**config.mk**
```make
export PLATFORM = sky130hd
export DESIGN_NAME = pcg32_random_generator_flat
export DESIGN_NICKNAME = d
export VERILOG_FILES = /design/src/hw/rtl/pcg_pkg.sv /design/src/hw/rtl/pcg_req_if.sv /design/src/hw/rtl/pcg_rsp_if.sv /design/src/hw/rtl/pcg_lcg_unit.sv /design/src/hw/rtl/pcg32_random_generator.sv /design/src/flat_wrapper.sv
export VERILOG_INCLUDE_DIRS = /design/src /design/src/hw/rtl
export SDC_FILE = /design/constraint.sdc
export NUM_CORES = 2
export LEC_CHECK = 0
export BUFFER_PORTS_ARGS = -buffer_cell sky130_fd_sc_hd__buf_4
export CAP_MARGIN = 40
export CORE_MARGIN = 8
export CORE_UTILIZATION = 31
export DETAILED_ROUTE_END_ITERATION = 8
export GPL_TIMING_DRIVEN = 0
export PLACE_DENSITY = 0.54
export SYNTH_ARGS = -nofsm -noshare
export SYNTH_HDL_FRONTEND = slang
export SYNTH_SLANG_ARGS = --single-unit
```
**constraint.sdc**
```tcl
create_clock -name clock -period 10.95 [get_ports clock]
set_input_delay 2.19 -clock clock [delete_from_list [all_inputs] [get_ports clock]]
set_output_delay 2.19 -clock clock [all_outputs]
set_load 0.005 [all_outputs]
```
**src/hw/rtl/assert_macros.svh**
```systemverilog
// -----------------------------------------------------------------------------
// Assertion macros
// Shared concurrent assertion helpers for the random generator RTL.
// -----------------------------------------------------------------------------
`ifndef ASSERT_MACROS_SVH
`define ASSERT_MACROS_SVH

// Checks an implication property on the rising clock edge, outside reset.
`define ASSERT_PROP(lbl, clk, rst, prop, msg) \
   lbl: assert property (@(posedge clk) disable iff (rst) prop) else $error(msg);

// Checks that a condition never holds on the rising clock edge, outside reset.
`define ASSERT_NEVER(lbl, clk, rst, cond, msg) \
   `ASSERT_PROP(lbl, clk, rst, !(cond), msg)

`endif

```
**src/hw/rtl/pcg_pkg.sv**
```systemverilog
// -----------------------------------------------------------------------------
// PCG generator package
// Widths, reset values, register indexes and shared types.
// -----------------------------------------------------------------------------
package pcg_pkg;

   localparam int unsigned WORD_WIDTH      = 64;
   localparam int unsigned HALF_WIDTH      = 32;
   localparam int unsigned OUT_WIDTH       = 32;
   localparam int unsigned CSR_INDEX_WIDTH = 1;

   localparam logic [WORD_WIDTH-1:0] RESET_STATE      = 64'h853c_49e6_748f_ea9b;
   localparam logic [WORD_WIDTH-1:0] RESET_INCREMENT  = 64'hda3e_39cb_94b9_5bdb;
   localparam logic [WORD_WIDTH-1:0] RESET_MULTIPLIER = 64'd6364136223846793005;
   localparam logic [WORD_WIDTH-1:0] RESET_OFFSET     = 64'd9600629759793949339;

   localparam logic [CSR_INDEX_WIDTH-1:0] CSR_MULTIPLIER   = 1'd0;
   localparam logic [CSR_INDEX_WIDTH-1:0] CSR_START_OFFSET = 1'd1;

   localparam logic KIND_DRAW   = 1'b0;
   localparam logic KIND_RESEED = 1'b1;

   typedef struct packed {
      logic busy;
      logic done;
   } lcg_status_type;

endpackage

```
**src/hw/rtl/pcg_req_if.sv**
```systemverilog
// -----------------------------------------------------------------------------
// Request channel
// Valid/ready channel that carries one draw or reseed request.
// -----------------------------------------------------------------------------
interface pcg_req_if;

   logic                            valid;
   logic                            ready;
   logic                            kind;
   logic [pcg_pkg::WORD_WIDTH-1:0]  sequence_index;

   modport source (output valid, output kind, output sequence_index, input ready);
   modport sink   (input valid, input kind, input sequence_index, output ready);

endinterface

```
**src/hw/rtl/pcg_rsp_if.sv**
```systemverilog
// -----------------------------------------------------------------------------
// Response channel
// Valid/ready channel that carries one random word.
// -----------------------------------------------------------------------------
interface pcg_rsp_if;

   logic                           valid;
   logic                           ready;
   logic [pcg_pkg::OUT_WIDTH-1:0]  random_word;

   modport source (output valid, output random_word, input ready);
   modport sink   (input valid, input random_word, output ready);

endinterface

```
**src/hw/rtl/pcg_lcg_unit.sv**
```systemverilog
// -----------------------------------------------------------------------------
// LCG advance unit
// Computes state * multiplier + increment modulo 2^64 on one shared 32x32
// multiplier through the low, cross-B, cross-A and finish steps.
// -----------------------------------------------------------------------------
`include "assert_macros.svh"

module pcg_lcg_unit (
   input  logic                            clock,
   input  logic                            reset,
   input  logic                            start,
   input  logic [pcg_pkg::WORD_WIDTH-1:0]  state_value,
   input  logic [pcg_pkg::WORD_WIDTH-1:0]  mult_value,
   input  logic [pcg_pkg::WORD_WIDTH-1:0]  inc_value,
   output pcg_pkg::lcg_status_type         status,
   output logic [pcg_pkg::WORD_WIDTH-1:0]  next_state
);

   localparam logic [1:0] STEP_LOW     = 2'd0;
   localparam logic [1:0] STEP_CROSS_B = 2'd1;
   localparam logic [1:0] STEP_CROSS_A = 2'd2;
   localparam logic [1:0] STEP_FINISH  = 2'd3;

   localparam int unsigned HW = pcg_pkg::HALF_WIDTH;
   localparam int unsigned WW = pcg_pkg::WORD_WIDTH;

   logic          busy_ff, busy_in;
   logic [1:0]    step_ff, step_in;
   logic [WW-1:0] prod_ff, prod_in;
   logic [WW-1:0] acc_ff, acc_in;
   logic [1:0]    phase;
   logic [HW-1:0] op_a;
   logic [HW-1:0] op_b;
   logic [WW-1:0] prod_shifted;

   assign phase        = busy_ff ? step_ff : STEP_LOW;
   assign op_a         = (phase == STEP_CROSS_A) ? state_value[WW-1:HW] : state_value[HW-1:0];
   assign op_b         = (phase == STEP_CROSS_B) ? mult_value[WW-1:HW] : mult_value[HW-1:0];
   assign prod_shifted = {prod_ff[HW-1:0], {HW{1'b0}}};

   always_comb begin
      busy_in = busy_ff;
      step_in = step_ff;
      prod_in = WW'(op_a) * WW'(op_b);
      acc_in  = acc_ff;
      if (!busy_ff) begin
         if (start) begin
            busy_in = 1'b1;
            step_in = STEP_CROSS_B;
         end
      end else begin
         case (step_ff)
            STEP_CROSS_B: acc_in = prod_ff + inc_value;
            STEP_CROSS_A: acc_in = acc_ff + prod_shifted;
            default:      acc_in = acc_ff;
         endcase
         if (step_ff == STEP_FINISH) begin
            busy_in = 1'b0;
            step_in = STEP_LOW;
         end else begin
            step_in = step_ff + 2'd1;
         end
      end
   end

   always_ff @(posedge clock) begin
      prod_ff <= prod_in;
      acc_ff  <= acc_in;
      if (reset) begin
         busy_ff <= 1'b0;
         step_ff <= STEP_LOW;
      end else begin
         busy_ff <= busy_in;
         step_ff <= step_in;
      end
   end

   assign status.busy = busy_ff;
   assign status.done = busy_ff && (step_ff == STEP_FINISH);
   assign next_state  = acc_ff + prod_shifted;

   `ASSERT_PROP(a_done_after_run, clock, reset, status.done |-> $past(busy_ff, 2),
      "done without a full run")
   `ASSERT_PROP(a_start_runs, clock, reset, (start && !busy_ff) |=> busy_ff,
      "start did not begin a run")
   `ASSERT_NEVER(a_idle_step, clock, reset, !busy_ff && (step_ff != STEP_LOW),
      "idle unit left a step count")

endmodule

```
**src/hw/rtl/pcg32_random_generator.sv**
```systemverilog
// -----------------------------------------------------------------------------
// PCG32 random generator
// A draw request returns one XSH-RR word of the current state and advances
// the state; a reseed request selects a new stream and returns nothing. A
// draw or reseed keeps the block busy until its state advance is done; every
// state advance runs four steps on one shared 32x32 multiplier. A request
// is taken only when the block is idle and the response slot is free or
// being emptied in the same cycle. The user must write registers through
// the csr port only while the block is idle; the block does not enforce it.
// -----------------------------------------------------------------------------
`include "assert_macros.svh"

module pcg32_random_generator (
   input  logic                                  clock,
   input  logic                                  reset,
   pcg_req_if.sink                               req_chan,
   pcg_rsp_if.source                             rsp_chan,
   input  logic                                  csr_we,
   input  logic [pcg_pkg::CSR_INDEX_WIDTH-1:0]   csr_index,
   input  logic [pcg_pkg::WORD_WIDTH-1:0]        csr_wdata
);

   localparam int unsigned WW = pcg_pkg::WORD_WIDTH;
   localparam int unsigned OW = pcg_pkg::OUT_WIDTH;

   typedef enum logic [1:0] {
      ST_IDLE,
      ST_SEED,
      ST_ADVANCE
   } fsm_type;

   fsm_type       fsm_ff, fsm_in;
   logic [WW-1:0] state_ff, state_in;
   logic [WW-1:0] inc_ff, inc_in;
   logic [WW-1:0] mult_ff, mult_in;
   logic [WW-1:0] offset_ff, offset_in;
   logic [OW-1:0] word_ff, word_in;
   logic          rsp_valid_ff, rsp_valid_in;

   logic                    req_fire;
   logic                    unit_start;
   logic [WW-1:0]           unit_next;
   pcg_pkg::lcg_status_type unit_status;

   function automatic logic [OW-1:0] permute(input logic [WW-1:0] old);
      logic [WW-1:0]   mixed;
      logic [OW-1:0]   xs;
      logic [4:0]      rot;
      logic [2*OW-1:0] doubled;
      mixed   = (old >> 18) ^ old;
      xs      = mixed[58:27];
      rot     = old[63:59];
      doubled = {xs, xs} >> rot;
      return doubled[OW-1:0];
   endfunction

   assign req_chan.ready   = (fsm_ff == ST_IDLE) && (!rsp_valid_ff || rsp_chan.ready);
   assign req_fire         = req_chan.valid && req_chan.ready;
   assign rsp_chan.valid       = rsp_valid_ff;
   assign rsp_chan.random_word = word_ff;

   always_comb begin
      fsm_in       = fsm_ff;
      state_in     = state_ff;
      inc_in       = inc_ff;
      mult_in      = mult_ff;
      offset_in    = offset_ff;
      word_in      = word_ff;
      rsp_valid_in = rsp_valid_ff && !rsp_chan.ready;
      unit_start   = 1'b0;

      if (csr_we) begin
         unique case (csr_index)
            pcg_pkg::CSR_MULTIPLIER:   mult_in   = csr_wdata;
            pcg_pkg::CSR_START_OFFSET: offset_in = csr_wdata;
            default:                   mult_in   = mult_ff;
         endcase
      end

      unique case (fsm_ff)
         ST_IDLE: begin
            if (req_fire) begin
               if (req_chan.kind == pcg_pkg::KIND_DRAW) begin
                  word_in      = permute(state_ff);
                  rsp_valid_in = 1'b1;
                  unit_start   = 1'b1;
                  fsm_in       = ST_ADVANCE;
               end else begin
                  inc_in   = {req_chan.sequence_index[WW-2:0], 1'b1};
                  state_in = {req_chan.sequence_index[WW-2:0], 1'b1} + offset_ff;
                  fsm_in   = ST_SEED;
               end
            end
         end
         ST_SEED: begin
            unit_start = 1'b1;
            fsm_in     = ST_ADVANCE;
         end
         ST_ADVANCE: begin
            if (unit_status.done) begin
               state_in = unit_next;
               fsm_in   = ST_IDLE;
            end
         end
         default: fsm_in = ST_IDLE;
      endcase
   end

   always_ff @(posedge clock) begin
      word_ff <= word_in;
      if (reset) begin
         fsm_ff       <= ST_IDLE;
         rsp_valid_ff <= 1'b0;
         state_ff     <= pcg_pkg::RESET_STATE;
         inc_ff       <= pcg_pkg::RESET_INCREMENT;
         mult_ff      <= pcg_pkg::RESET_MULTIPLIER;
         offset_ff    <= pcg_pkg::RESET_OFFSET;
      end else begin
         fsm_ff       <= fsm_in;
         rsp_valid_ff <= rsp_valid_in;
         state_ff     <= state_in;
         inc_ff       <= inc_in;
         mult_ff      <= mult_in;
         offset_ff    <= offset_in;
      end
   end

   pcg_lcg_unit u_lcg (
      .clock       (clock),
      .reset       (reset),
      .start       (unit_start),
      .state_value (state_ff),
      .mult_value  (mult_ff),
      .inc_value   (inc_ff),
      .status      (unit_status),
      .next_state  (unit_next)
   );

   `ASSERT_PROP(a_done_in_advance, clock, reset, unit_status.done |-> (fsm_ff == ST_ADVANCE), "advance finished outside ADVANCE")
   `ASSERT_PROP(a_draw_gives_word, clock, reset, (req_fire && (req_chan.kind == pcg_pkg::KIND_DRAW)) |=> rsp_valid_ff, "draw transfer left no response")
   `ASSERT_NEVER(a_start_while_busy, clock, reset, unit_start && unit_status.busy, "advance started while the unit was busy")
   `ASSERT_PROP(a_seed_starts_unit, clock, reset, (fsm_ff == ST_SEED) |=> unit_status.busy, "reseed did not start an advance")

endmodule

```
**src/flat_wrapper.sv**
```systemverilog
// flat-port wrapper written by rule: the top's interface ports become plain ports
module pcg32_random_generator_flat 
  (clock, reset, csr_we, csr_index, csr_wdata, req_chan_valid, req_chan_kind, req_chan_sequence_index, req_chan_ready, rsp_chan_valid, rsp_chan_random_word, rsp_chan_ready);
  pcg_req_if req_chan_i ();
  pcg_rsp_if rsp_chan_i ();
  input  logic clock;
  input  logic reset;
  input  logic csr_we;
  input  logic [pcg_pkg::CSR_INDEX_WIDTH-1:0] csr_index;
  input  logic [pcg_pkg::WORD_WIDTH-1:0] csr_wdata;
  input wire logic [$bits(req_chan_i.valid)-1:0] req_chan_valid;
  input wire logic [$bits(req_chan_i.kind)-1:0] req_chan_kind;
  input wire logic [$bits(req_chan_i.sequence_index)-1:0] req_chan_sequence_index;
  output wire logic [$bits(req_chan_i.ready)-1:0] req_chan_ready;
  output wire logic [$bits(rsp_chan_i.valid)-1:0] rsp_chan_valid;
  output wire logic [$bits(rsp_chan_i.random_word)-1:0] rsp_chan_random_word;
  input wire logic [$bits(rsp_chan_i.ready)-1:0] rsp_chan_ready;
  assign req_chan_i.valid = req_chan_valid;
  assign req_chan_i.kind = req_chan_kind;
  assign req_chan_i.sequence_index = req_chan_sequence_index;
  assign req_chan_ready = req_chan_i.ready;
  assign rsp_chan_valid = rsp_chan_i.valid;
  assign rsp_chan_random_word = rsp_chan_i.random_word;
  assign rsp_chan_i.ready = rsp_chan_ready;
  pcg32_random_generator u_core (.clock(clock), .reset(reset), .req_chan(req_chan_i), .rsp_chan(rsp_chan_i), .csr_we(csr_we), .csr_index(csr_index), .csr_wdata(csr_wdata));
endmodule
```
==> metrics.cfg <==
[setup_path]
timing.setup.critical_path_class=flop to flop
highest_net_fanout_along_the_worst_path=10
critical-path-slowest-cell=sky130_fd_sc_hd__buf_1
cp-endpoint=u_core.u_lcg.prod_ff[61]$_DFF_P_
r2r-start=u_core.u_lcg.busy_ff$_SDFF_PP0_
cp_slowest_stage_delay_ps=720
endpoint_kind=flop
regToRegSetupSlack_ps=270
startpoint=u_core.u_lcg.busy_ff$_SDFF_PP0_
worst_r2r_path_depth=32
crit-reg2reg-capture=u_core.u_lcg.prod_ff[61]$_DFF_P_
cpMostUsedCell=sky130_fd_sc_hd__fa_1
arrival_ps=11200
start_kind=flop
cp.required_ps=11470

[routing]
routed_wire_length_per_instance_microns=28.7
antenna_left=0
initialDrtViolationCount=5483
remaining_drcs=0
via_count=51700
vias_per_cell=5.36
firstDrtPassIters=5
final_wl_microns=277000

[timing]
maxClockFrequency_ghz=0.0936
slew_viol_final=0
final_count_of_negative_setup_slack_endpoints=0
final.period_utilization=0.976
worst_clock_skew_ps=26.0
unrepaired_setup_endpoints_after_global_routing=false
final_hold_violation_count=0
period_minus_slack_ps=10680
least_margin_pin_slew_ps=980
timing.max_slew.rel_slack=0.347

[floorplanning]
placement_rows=158
dieArea_sq_um=200000
chipHeight_microns=447
core_sq_um=185000
die_x_microns=447
floorplan.initialDensity=0.311
ioPinCount=169

[global_route]
grt_remaining_overflow=0
global_route.usage.total=0.269
grt_first_pass_wirelength_microns=385000
antenna_found_initial=21
number_of_global_route_vias_before_repair=50500
grt_start_max_net_pins=33

[synth]
synthArstFlopShare=0
post_synth_instance_area_sq_um=57600
syn_avg_cell_area_sq_um=8.52
syn_inst=6756
post_synth_edffs=96
ys_dominant_reg_cell=sky130_fd_sc_hd__dfxtp_1
syn_nets=8211
synth.ff_latch_count=421
yosys_warnings=0
yosysSeqAreaShare=0.163
synth_cell_type_count=94

[placed_design]
hpwl_microns=241000
dpl_cell_area_sq_um=63700
buffer_ports.inserted=167
gp_routability_congestion=1.07

[clocking]
tritoncts=built
cts.reportedPaths.clkPinSlew_ps=60
cts.htree.levels=2
clock_insertion_delay_worst_skew_ps=630
cts-buffers-inserted=49
cts-root-buf=sky130_fd_sc_hd__clkbuf_16
numClockSinks=421
postCtsSetupBuffers=0
cts_hold_repair.buffers=0
clk_path_buf_depth=3

[finish]
commonest_non_fill_non_tap_cell_in_the_layout=sky130_fd_sc_hd__nand2_1
nNetsFinal=8569
leading_cell_types_in_the_layout_fill_and_taps_excluded=sky130_fd_sc_hd__nand2_1, sky130_fd_sc_hd__inv_1, sky130_fd_sc_hd__fa_1
layout-drive-gt1-share=0.0795
final_cell_area_excluding_filler_cells_sq_um=65500
syn2layout_area_growth_pct=13.8

[job]
timing.max_cap.violations=0

[run_status]
run_status=complete, no violations

[worst_hold_path]
hold_path.class=flop to flop

[synth_stat cells (38+ instances only)]
| library cell | n | share of area |
|---|---|---|
| sky130_fd_sc_hd__nand2_1 | 1112 | 0.072 |
| sky130_fd_sc_hd__inv_1 | 916 | 0.060 |
| sky130_fd_sc_hd__fa_1 | 899 | 0.31 |
| sky130_fd_sc_hd__nor2_1 | 814 | 0.053 |
| sky130_fd_sc_hd__ha_1 | 421 | 0.091 |
| sky130_fd_sc_hd__a21oi_1 | 362 | 0.031 |
| sky130_fd_sc_hd__dfxtp_1 | 325 | 0.11 |
| sky130_fd_sc_hd__clkbuf_1 | 304 | 0.020 |
| sky130_fd_sc_hd__o21ai_0 | 195 | 0.017 |
| sky130_fd_sc_hd__nand3_1 | 148 | 0.013 |
| sky130_fd_sc_hd__a21o_1 | 137 | 0.018 |
| sky130_fd_sc_hd__xnor2_1 | 131 | 0.020 |
| sky130_fd_sc_hd__mux2i_1 | 111 | 0.019 |
| sky130_fd_sc_hd__edfxtp_1 | 96 | 0.050 |
| sky130_fd_sc_hd__xor2_1 | 85 | 0.013 |
| sky130_fd_sc_hd__mux2_2 | 74 | 0.014 |
| sky130_fd_sc_hd__nand4_1 | 59 | 0.0064 |
| sky130_fd_sc_hd__buf_1 | 46 | 0.0030 |
| sky130_fd_sc_hd__a211oi_1 | 40 | 0.0052 |
| sky130_fd_sc_hd__nor3_1 | 39 | 0.0034 |
| sky130_fd_sc_hd__o21bai_1 | 38 | 0.0050 |
[layer usage]
layer	GRT usage	part of all wire	vias to the layer above
met5	0.00385	0.00063	-
met4	0.159	0.075	12
met3	0.0621	0.094	580
met2	0.404	0.43	2597
met1	0.354	0.40	26100
li1	-	-	22400
[sequential cells by signal (all words and copies together) (netlist names)]
register                     cells
u_core.fsm_ff                    2
u_core.u_lcg.busy_ff             1
u_core.mult_ff                  64
u_core.u_lcg.acc_ff             64
u_core.u_lcg.step_ff             2
u_core.offset_ff                64
u_core.u_lcg.prod_ff            64
u_core.rsp_chan.random_word     32
u_core.rsp_chan.valid            1
u_core.state_ff                 64
u_core.inc_ff                   63
[worst min path at each step]
stage / start / to / slack, ps / cells past startpoint
6_report: u_core.mult_ff[56]$_SDFFE_PP0P_ / u_core.mult_ff[56]$_SDFFE_PP0P_ / 460 / 2
5_1_grt: u_core.mult_ff[56]$_SDFFE_PP0P_ / u_core.mult_ff[56]$_SDFFE_PP0P_ / 470 / 2
4_1_cts: u_core.mult_ff[56]$_SDFFE_PP0P_ / u_core.mult_ff[56]$_SDFFE_PP0P_ / 460 / 2
3_5_place_dp: u_core.mult_ff[56]$_SDFFE_PP0P_ / u_core.mult_ff[56]$_SDFFE_PP0P_ / 450 / 2
3_3_place_gp: u_core.mult_ff[57]$_SDFFE_PP0P_ / u_core.mult_ff[57]$_SDFFE_PP0P_ / 450 / 2
2_1_floorplan: u_core.mult_ff[24]$_SDFFE_PP0P_ / u_core.mult_ff[24]$_SDFFE_PP0P_ / 430 / 2
[critical path, delay by kind of cell (launching register included)]
family          cells  cell delay (ps)
compound gates      8             2290
xor+xnor            1              220
fa+ha+maj           9             4270
buf+inv             9             2360
flops               1              300
mux                 1              400
simple gates        4              700
[kinds of logic after synthesis]
logic type	share of synthesized area
AND/OR/NAND/NOR	0.164
adder cells (fa/ha/maj)	0.404
buffers and inverters	0.0834
AO/OA/AOI/OAI	0.113
flip-flops	0.163
XOR/XNOR	0.0328
multiplexers	0.0404
[metrics by stage]
stage	hold WS [ps]	setup TNS (ps)	cells	setup slack, ps	utilization
CTS	460	0	9634	28.8	0.354
finish	459	0	9648	267	0.354
global placement	446	-6640	9403	-835	0.335
detailed placement	453	-543	9544	-249	0.345
floorplan	433	0	6756	2320	-
global route	470	0	9635	41.4	0.354
[final cells by class]
cell class | count | area (sq um)
fill | 19500 | 120000
multi-input combinational | 5058 | 43500
sequential | 421 | 9390
inverter | 918 | 3450
tap | 2480 | 3100
timing repair buffer | 309 | 2980
clock buffer | 69 | 1390
buffer | 357 | 1360
clock inverter | 22 | 284
antenna | 14 | 35.0
[timing repair]
action	4_1_cts	5_1_grt
setup endpoints to repair	6	11
resized for setup	2	16
pin swaps	0	0
Power is not shown: default switching activity piles up to over one toggle a cycle in this logic, so the estimate is an artifact.
